**src/hdl/assert_macros.svh**
```systemverilog
// assertion macros for the wildcard match rtl
`ifndef ASSERT_MACROS_SVH
`define ASSERT_MACROS_SVH

`ifndef SYNTHESIS
// same-cycle implication, checked out of reset
`define WPM_ASSERT_IMPL(label, clk, rst_n, ante, cons) \
  label: assert property (@(posedge clk) disable iff (!rst_n) (ante) |-> (cons)) \
    else $error("wpm assertion failed");
// next-cycle implication, checked out of reset
`define WPM_ASSERT_NEXT(label, clk, rst_n, ante, cons) \
  label: assert property (@(posedge clk) disable iff (!rst_n) (ante) |=> (cons)) \
    else $error("wpm assertion failed");
`else
`define WPM_ASSERT_IMPL(label, clk, rst_n, ante, cons)
`define WPM_ASSERT_NEXT(label, clk, rst_n, ante, cons)
`endif

`endif

```
**src/hdl/wpm_pkg.sv**
```systemverilog
// shared types and constants for the wildcard match block
`timescale 1ns / 1ps

package wpm_pkg;

  localparam int LETTER_W     = 5;
  localparam int CODE_W       = 8;
  localparam int MASK_CHARS   = 16;
  localparam int LEN_W        = 5;
  localparam int OUT_W        = 32;
  localparam int CFG_IDX_W    = 2;
  localparam int CFG_DATA_W   = 64;
  localparam int DEF_MAX_MASK = 16;
  localparam int DEF_POS_BITS = 32;

  // register indexes on the config port
  localparam logic [CFG_IDX_W-1:0] REG_MASK_LOW  = 2'd0;
  localparam logic [CFG_IDX_W-1:0] REG_MASK_HIGH = 2'd1;
  localparam logic [CFG_IDX_W-1:0] REG_MASK_LEN  = 2'd2;

  // mask character codes
  localparam logic [CODE_W-1:0] CODE_WILD         = 8'd0;
  localparam logic [CODE_W-1:0] CODE_LETTER_FIRST = 8'd1;
  localparam logic [CODE_W-1:0] CODE_LETTER_LAST  = 8'd26;

  typedef struct packed {
    logic              shift;
    logic [CODE_W-1:0] code;
  } wpm_cell_ctl_t;

  function automatic logic is_letter_code(input logic [CODE_W-1:0] code);
    return (code >= CODE_LETTER_FIRST) && (code <= CODE_LETTER_LAST);
  endfunction

endpackage

```
**src/hdl/wildcard_pattern_match_top.sv**
```systemverilog
// Wildcard pattern matcher over a letter stream, built as a shifting chain of cells.
// Usage:
//   config : write cfg_index/cfg_data with cfg_valid; cfg_ready is always high.
//            index 0 = mask chars 0..7, 1 = mask chars 8..15 (8 bits each,
//            0 wildcard, 1..26 letters a..z), 2 = mask length 1..16.
//            write only while no transaction is in flight.
//   input  : one letter (0..25) per transaction on in_valid/in_stall.
//   output : out_match_start is the text position where the mask matched,
//            one transaction per matching letter, none otherwise.
// A match is registered on out_valid unless the receiver stalls.
// Throughput: one letter per cycle while in_stall is low; the cell chain shifts
// and compares every letter combinationally, and the output register plus one skid
// entry take the result.
// When the receiver stalls, a second pending match fills the skid entry and
// in_stall stays high up to the cycle after out_stall drops.
// Reset clears the window, position counter, fill count and output buffer;
// the mask resets to a single wildcard.
`timescale 1ns / 1ps

module wildcard_pattern_match_top
  import wpm_pkg::*;
#(
  parameter int MAX_MASK = DEF_MAX_MASK,
  parameter int POS_BITS = DEF_POS_BITS
) (
  input  logic                  clk,
  input  logic                  rst_n,
  input  logic                  cfg_valid,
  output logic                  cfg_ready,
  input  logic [CFG_IDX_W-1:0]  cfg_index,
  input  logic [CFG_DATA_W-1:0] cfg_data,
  input  logic                  in_valid,
  output logic                  in_stall,
  input  logic [LETTER_W-1:0]   in_text_letter,
  output logic                  out_valid,
  input  logic                  out_stall,
  output logic [OUT_W-1:0]      out_match_start
);

  localparam int FILL_W  = $clog2(MAX_MASK + 1);
  localparam int LEN_CAP = (MAX_MASK < MASK_CHARS) ? MAX_MASK : MASK_CHARS;
  localparam int CMP_W   = (FILL_W > LEN_W) ? FILL_W : LEN_W;
  localparam logic [FILL_W-1:0] FILL_MAX = MAX_MASK[FILL_W-1:0];
  localparam logic [LEN_W-1:0]  LEN_MAX  = LEN_CAP[LEN_W-1:0];
  localparam logic [LEN_W-1:0]  LEN_MIN  = 5'd1;

  logic [CFG_DATA_W-1:0] mask_low_r, mask_high_r;
  logic [LEN_W-1:0]      mask_len_r;
  logic [2*CFG_DATA_W-1:0] mask_all;
  logic [LEN_W-1:0]      len_eff;

  logic [POS_BITS-1:0] seen_r, seen_nxt;
  logic [FILL_W-1:0]   fill_r, fill_nxt;
  logic                accept;

  wpm_cell_ctl_t       cell_ctl  [MAX_MASK];
  logic [LETTER_W-1:0] cell_in   [MAX_MASK];
  logic [LETTER_W-1:0] cell_out  [MAX_MASK];
  logic [MAX_MASK-1:0] cell_hit;

  logic                       push, buf_full;
  logic [POS_BITS-1:0]        start_pos;
  logic [OUT_W+POS_BITS-1:0]  start_ext;

  // config registers
  always_ff @(posedge clk) begin
    if (!rst_n) begin
      mask_low_r  <= '0;
      mask_high_r <= '0;
      mask_len_r  <= LEN_MIN;
    end else if (cfg_valid && cfg_ready) begin
      case (cfg_index)
        REG_MASK_LOW:  mask_low_r  <= cfg_data;
        REG_MASK_HIGH: mask_high_r <= cfg_data;
        REG_MASK_LEN:  mask_len_r  <= cfg_data[LEN_W-1:0];
        default: ;
      endcase
    end
  end

  assign cfg_ready = 1'b1;
  assign mask_all  = {mask_high_r, mask_low_r};

  always_comb begin
    if (mask_len_r == '0) begin
      len_eff = LEN_MIN;
    end else if (mask_len_r > LEN_MAX) begin
      len_eff = LEN_MAX;
    end else begin
      len_eff = mask_len_r;
    end
  end

  assign accept = in_valid && !in_stall;
  assign in_stall = buf_full;

  // cell j compares the letter j places back; it sees mask char len-1-j
  always_comb begin
    logic [LEN_W-1:0] idx;
    for (int j = 0; j < MAX_MASK; j++) begin
      idx = len_eff - LEN_MIN - LEN_W'(j);
      cell_ctl[j].shift = accept;
      if (j < int'(len_eff)) begin
        cell_ctl[j].code = mask_all[CODE_W*idx[3:0] +: CODE_W];
      end else begin
        cell_ctl[j].code = CODE_WILD;
      end
      cell_in[j] = (j == 0) ? in_text_letter : cell_out[(j == 0) ? 0 : j - 1];
    end
  end

  for (genvar g = 0; g < MAX_MASK; g++) begin : g_cell
    wpm_cell u_cell (
      .clk        (clk),
      .rst_n      (rst_n),
      .ctl        (cell_ctl[g]),
      .letter_in  (cell_in[g]),
      .letter_out (cell_out[g]),
      .hit        (cell_hit[g])
    );
  end

  assign seen_nxt = seen_r + 1'b1;
  assign fill_nxt = (fill_r == FILL_MAX) ? fill_r : fill_r + 1'b1;

  always_ff @(posedge clk) begin
    if (!rst_n) begin
      seen_r <= '0;
      fill_r <= '0;
    end else if (accept) begin
      seen_r <= seen_nxt;
      fill_r <= fill_nxt;
    end
  end

  assign start_pos = seen_nxt - {{(POS_BITS-LEN_W){1'b0}}, len_eff};
  assign start_ext = {{OUT_W{1'b0}}, start_pos};
  assign push = accept && (&cell_hit) &&
                ({{(CMP_W-FILL_W){1'b0}}, fill_nxt} >= {{(CMP_W-LEN_W){1'b0}}, len_eff});

  wpm_out_buf u_out_buf (
    .clk       (clk),
    .rst_n     (rst_n),
    .push      (push),
    .push_data (start_ext[OUT_W-1:0]),
    .full      (buf_full),
    .out_valid (out_valid),
    .out_stall (out_stall),
    .out_data  (out_match_start)
  );

endmodule

```
**src/hdl/wpm_cell.sv**
```systemverilog
// one window cell: holds a text letter and compares the incoming one with its mask code
`timescale 1ns / 1ps

module wpm_cell
  import wpm_pkg::*;
(
  input  logic                clk,
  input  logic                rst_n,
  input  wpm_cell_ctl_t       ctl,
  input  logic [LETTER_W-1:0] letter_in,
  output logic [LETTER_W-1:0] letter_out,
  output logic                hit
);

  logic [LETTER_W-1:0] letter_r;
  logic [CODE_W-1:0]   letter_code;

  always_ff @(posedge clk) begin
    if (!rst_n) begin
      letter_r <= '0;
    end else if (ctl.shift) begin
      letter_r <= letter_in;
    end
  end

  // compare against the letter this cell takes on the shift
  assign letter_code = {{(CODE_W-LETTER_W){1'b0}}, letter_in} + CODE_LETTER_FIRST;
  assign hit         = !is_letter_code(ctl.code) || (ctl.code == letter_code);
  assign letter_out  = letter_r;

endmodule

```
**src/hdl/wpm_out_buf.sv**
```systemverilog
// output register with one skid entry for match positions
`timescale 1ns / 1ps

`include "assert_macros.svh"

module wpm_out_buf
  import wpm_pkg::*;
(
  input  logic             clk,
  input  logic             rst_n,
  input  logic             push,
  input  logic [OUT_W-1:0] push_data,
  output logic             full,
  output logic             out_valid,
  input  logic             out_stall,
  output logic [OUT_W-1:0] out_data
);

  logic             out_valid_r, out_valid_nxt;
  logic [OUT_W-1:0] out_data_r, out_data_nxt;
  logic             skid_valid_r, skid_valid_nxt;
  logic [OUT_W-1:0] skid_data_r, skid_data_nxt;
  logic             out_free;

  assign out_free = !out_valid_r || !out_stall;

  always_comb begin
    out_valid_nxt  = out_valid_r;
    out_data_nxt   = out_data_r;
    skid_valid_nxt = skid_valid_r;
    skid_data_nxt  = skid_data_r;
    if (out_free) begin
      if (skid_valid_r) begin
        out_valid_nxt  = 1'b1;
        out_data_nxt   = skid_data_r;
        skid_valid_nxt = push;
        skid_data_nxt  = push_data;
      end else begin
        out_valid_nxt = push;
        out_data_nxt  = push_data;
      end
    end else if (push) begin
      skid_valid_nxt = 1'b1;
      skid_data_nxt  = push_data;
    end
  end

  always_ff @(posedge clk) begin
    if (!rst_n) begin
      out_valid_r  <= 1'b0;
      skid_valid_r <= 1'b0;
    end else begin
      out_valid_r  <= out_valid_nxt;
      skid_valid_r <= skid_valid_nxt;
    end
    out_data_r  <= out_data_nxt;
    skid_data_r <= skid_data_nxt;
  end

  assign full      = skid_valid_r;
  assign out_valid = out_valid_r;
  assign out_data  = out_data_r;

  `WPM_ASSERT_IMPL(a_skid_behind_out, clk, rst_n, skid_valid_r, out_valid_r)
  `WPM_ASSERT_IMPL(a_no_push_when_full, clk, rst_n, push, !skid_valid_r)
  `WPM_ASSERT_NEXT(a_stalled_push_kept, clk, rst_n, push && out_valid_r && out_stall,
                   skid_valid_r && (skid_data_r == $past(push_data)))

endmodule
```
**config.mk**
```make
export PLATFORM = sky130hd
export DESIGN_NAME = wildcard_pattern_match_top
export DESIGN_NICKNAME = d
export VERILOG_FILES = /design/src/hdl/wpm_pkg.sv /design/src/hdl/wildcard_pattern_match_top.sv /design/src/hdl/wpm_cell.sv /design/src/hdl/wpm_out_buf.sv
export VERILOG_INCLUDE_DIRS = /design/src /design/src/hdl
export SDC_FILE = /design/constraint.sdc
export NUM_CORES = 1
export LEC_CHECK = 0
export ABC_AREA = 1
export BUFFER_PORTS_ARGS = -buffer_cell sky130_fd_sc_hd__buf_4
export CAP_MARGIN = 20
export CORE_MARGIN = 2
export CORE_UTILIZATION = 50
export CTS_CLUSTER_SIZE = 24
export DETAILED_ROUTE_END_ITERATION = 8
export PLACE_DENSITY_LB_ADDON = 0.1
export RECOVER_POWER = 25
export SLEW_MARGIN = 10
export SYNTH_ARGS = -nofsm -noshare
export SYNTH_HDL_FRONTEND = slang
export SYNTH_HIERARCHICAL = 1
export SYNTH_SLANG_ARGS = --single-unit
```
**constraint.sdc**
```tcl
create_clock -name clk -period 17.4 [get_ports clk]
set_input_delay 3.48 -clock clk [delete_from_list [all_inputs] [get_ports clk]]
set_output_delay 3.48 -clock clk [all_outputs]
set_load 0.005 [all_outputs]
```
==> flow_metrics.py <==
metrics = {
    "sta": {
        "hold_viol": 0,
        "tns_ns": 0,
        "clock_skew_ns": 0.0149,
        "fin_crit_ns": 10.40,
        "worst_slack_ns": 7.00,
        "tightest_slew_ns": 2.66,
        "post-route-period-util": 0.598,
        "fmax_mhz": 96.1,
        "setup_viol": 0,
        "holdWs_ns": 0.466,
        "relSlewSlack": -0.778,
        "rsz0062_at_grt": "no",
        "slew_viol_final": 198,
    },
    "hold_path": {
        "min_from": "mask_low_r[7]$_SDFFE_PN0P_",
        "hold_path.class": "register to register",
        "hold_end": "mask_low_r[7]$_SDFFE_PN0P_",
        "hold_depth": 2,
    },
    "placed_design": {
        "io_buffers": 109,
        "place_ws_ns": 9.29,
        "place_inst": 4685,
        "post-dp-hpwl_um": 64700,
        "gp_congestion": 1.05,
    },
    "final_layout": {
        "fin_cells": 4754,
        "antenna_cells": 0,
        "final_nets": 4227,
        "final_common_cell": "nand2_1",
        "drive_gt1_frac": 0.0655,
        "final_util": 0.550,
        "syn_to_final_growth_pct": 8.84,
        "layout_common_cells": "1397 x nand2_1, 517 x nor2_1, 464 x o21ai_0, 414 x inv_1, 268 x nand3_1",
    },
    "synth": {
        "synthCells": 4114,
        "syn_nets": 4231,
        "yosysWarnings": 6,
        "avgSynthCellArea_um2": 5.84,
        "synth_area_um2": 24000,
    },
    "cts": {
        "cts_tree": "yes",
        "post_cts_buffers": 0,
        "cts_resized": 0,
        "numClockSinks": 311,
        "root_buffer": "clkbuf_16",
        "insertion_delay_ns": 0.57,
        "clk_pin_slew_worst_paths_ns": 0.06,
        "htreeDepth": 2,
        "cts_made_buffers": 38,
        "clock_path_buffers": 3,
        "hold_buffers": 0,
    },
    "routing": {
        "ant_nets": 0,
        "first_pass_iters": 8,
        "vias_per_cell": 5.45,
        "drt_wl_total_um": 83500,
        "drc": 0,
        "wire_per_inst_um": 17.6,
        "detailroute.via_count": 25886,
        "dr.first_iter.drc_count": 2911,
    },
    "global_routing": {
        "grt_pass1_vias": 22829,
        "grt_max_degree": 123,
        "antenna_found_initial": 0,
        "grtUsageTotal": 0.334,
        "grt_pass1_wl_um": 130000,
        "gr-total-overflow": 0,
    },
    "setup_path": {
        "r2r_start": "mask_len_r[4]$_SDFFE_PN0P_",
        "cp.required_ns": 17.63,
        "r2r_slack_ns": 7.00,
        "start_kind": "register",
        "timing.rr.end": "u_out_buf/skid_data_r[8]$_DFFE_PP_",
        "end_kind": "register",
        "arrival_ns": 10.63,
        "crit_path_max_fanout": 102,
        "crit_type": "register to register",
        "ff2ff_path_depth": 24,
    },
    "floorplanning": {
        "start_util": 0.505,
        "die_w_um": 223,
        "rows": 80,
        "dieArea_um2": 49800,
        "die_y_um": 223,
        "ioPinCount": 111,
        "coreArea_um2": 47500,
    },
    "run_status": {
        "failed_checks": "capacitance limit, slew limit",
        "run_status": "finished, violations left",
    },
    "power": {
        "seqPwrFrac": 0.330,
        "switching_share": 0.396,
        "p_clk_frac": 0.320,
        "p_int_mw": 1.53,
        "power_leakage_nw": 12.4,
        "pwr-share-comb": 0.350,
        "ir_worst_vdd_mv": 0.0859,
        "power_switching_mw": 0.999,
        "power_density_nw_per_um2": 96.6,
    },
    "flow_run": {
        "maxCapViolCount": 3,
    },
}
-- worst max-delay path, cell delays in order (launching register included) --
cell      delay, ns
dfxtp_1        0.43
inv_1          0.47
nand4_1        0.15
nand2_1        1.90
clkinv_1       1.44
ha_2           0.67
buf_4          0.54
clkinv_1       0.14
buf_4          0.34
ha_1           0.59
inv_1          0.35
o21ai_0        0.33
nor2_1         0.06
nor2_1         0.32
xor2_1         0.11
nand2_1        0.08
nand2_1        0.05
nor2_1         0.10
nand2_1        0.06
nand2_1        0.05
nand4_1        0.20
or3_1          0.39
nor4_1         0.60
o21a_1         0.22
buf_4          0.36
-- sequential cells by signal, indices dropped and copies added (netlist names) --
signal,count
mask_high_r,64
u_out_buf/full,1
u_out_buf/skid_data_r,32
seen_r,32
u_out_buf/out_data,32
mask_low_r,64
u_out_buf/out_valid,1
mask_len_r,5
g_cell.u_cell/letter_out,75
fill_r,5
-- worst max-delay path by stage --
| stage | from | depth (start not counted) | slack (ns) | endpoint |
|---|---|---|---|---|
| final | mask_len_r[4]$_SDFFE_PN0P_ | 24 | 7.00 | u_out_buf/skid_data_r[8]$_DFFE_PP_ |
| after global routing | mask_len_r[4]$_SDFFE_PN0P_ | 28 | 5.94 | u_out_buf/skid_data_r[8]$_DFFE_PP_ |
| after CTS | mask_len_r[4]$_SDFFE_PN0P_ | 24 | 9.27 | u_out_buf/skid_data_r[7]$_DFFE_PP_ |
| after detailed placement | mask_len_r[4]$_SDFFE_PN0P_ | 24 | 9.29 | u_out_buf/skid_data_r[9]$_DFFE_PP_ |
| after global placement | mask_len_r[4]$_SDFFE_PN0P_ | 28 | 9.48 | u_out_buf/skid_data_r[9]$_DFFE_PP_ |
| after floorplan | in_valid | 6 | 10.86 | g_cell[0].u_cell/letter_out[4]$_SDFFE_PN0P_ |
-- metal layers --
metal / track usage / wire, um
met4: 0.166 / 4670
met2: 0.520 / 35900
met1: 0.454 / 36400
met5: 0 / 0
met3: 0.0493 / 6500
-- power by group through the flow --
stage          Sequential [mW]  Clock, mW  Combinational, mW
6_report                 0.833      0.808              0.885
5_1_grt                  0.839      0.853              0.982
4_1_cts                  0.832      0.821              0.862
3_5_place_dp             0.848          0              0.859
3_3_place_gp             0.847          0              0.856
2_1_floorplan            0.833          0              0.607
-- cell type report --
type                       instances  area (um2)
fill                            4988       21400
multi-input combinational       3204       14700
sequential                       311        6870
inverter                         425        1600
clock buffer                      50        1040
timing repair buffer             130         972
tap                              615         769
clock inverter                    19         226
-- stage by stage --
stage | total power, mW | cell area [um2]
floorplan | 1.44 | 24000
global placement | 1.70 | 24900
detailed placement | 1.71 | 24900
CTS | 2.52 | 26200
global route | 2.67 | 26100
finish | 2.53 | 26100
Note: power is estimated with default switching activity, not from simulation.
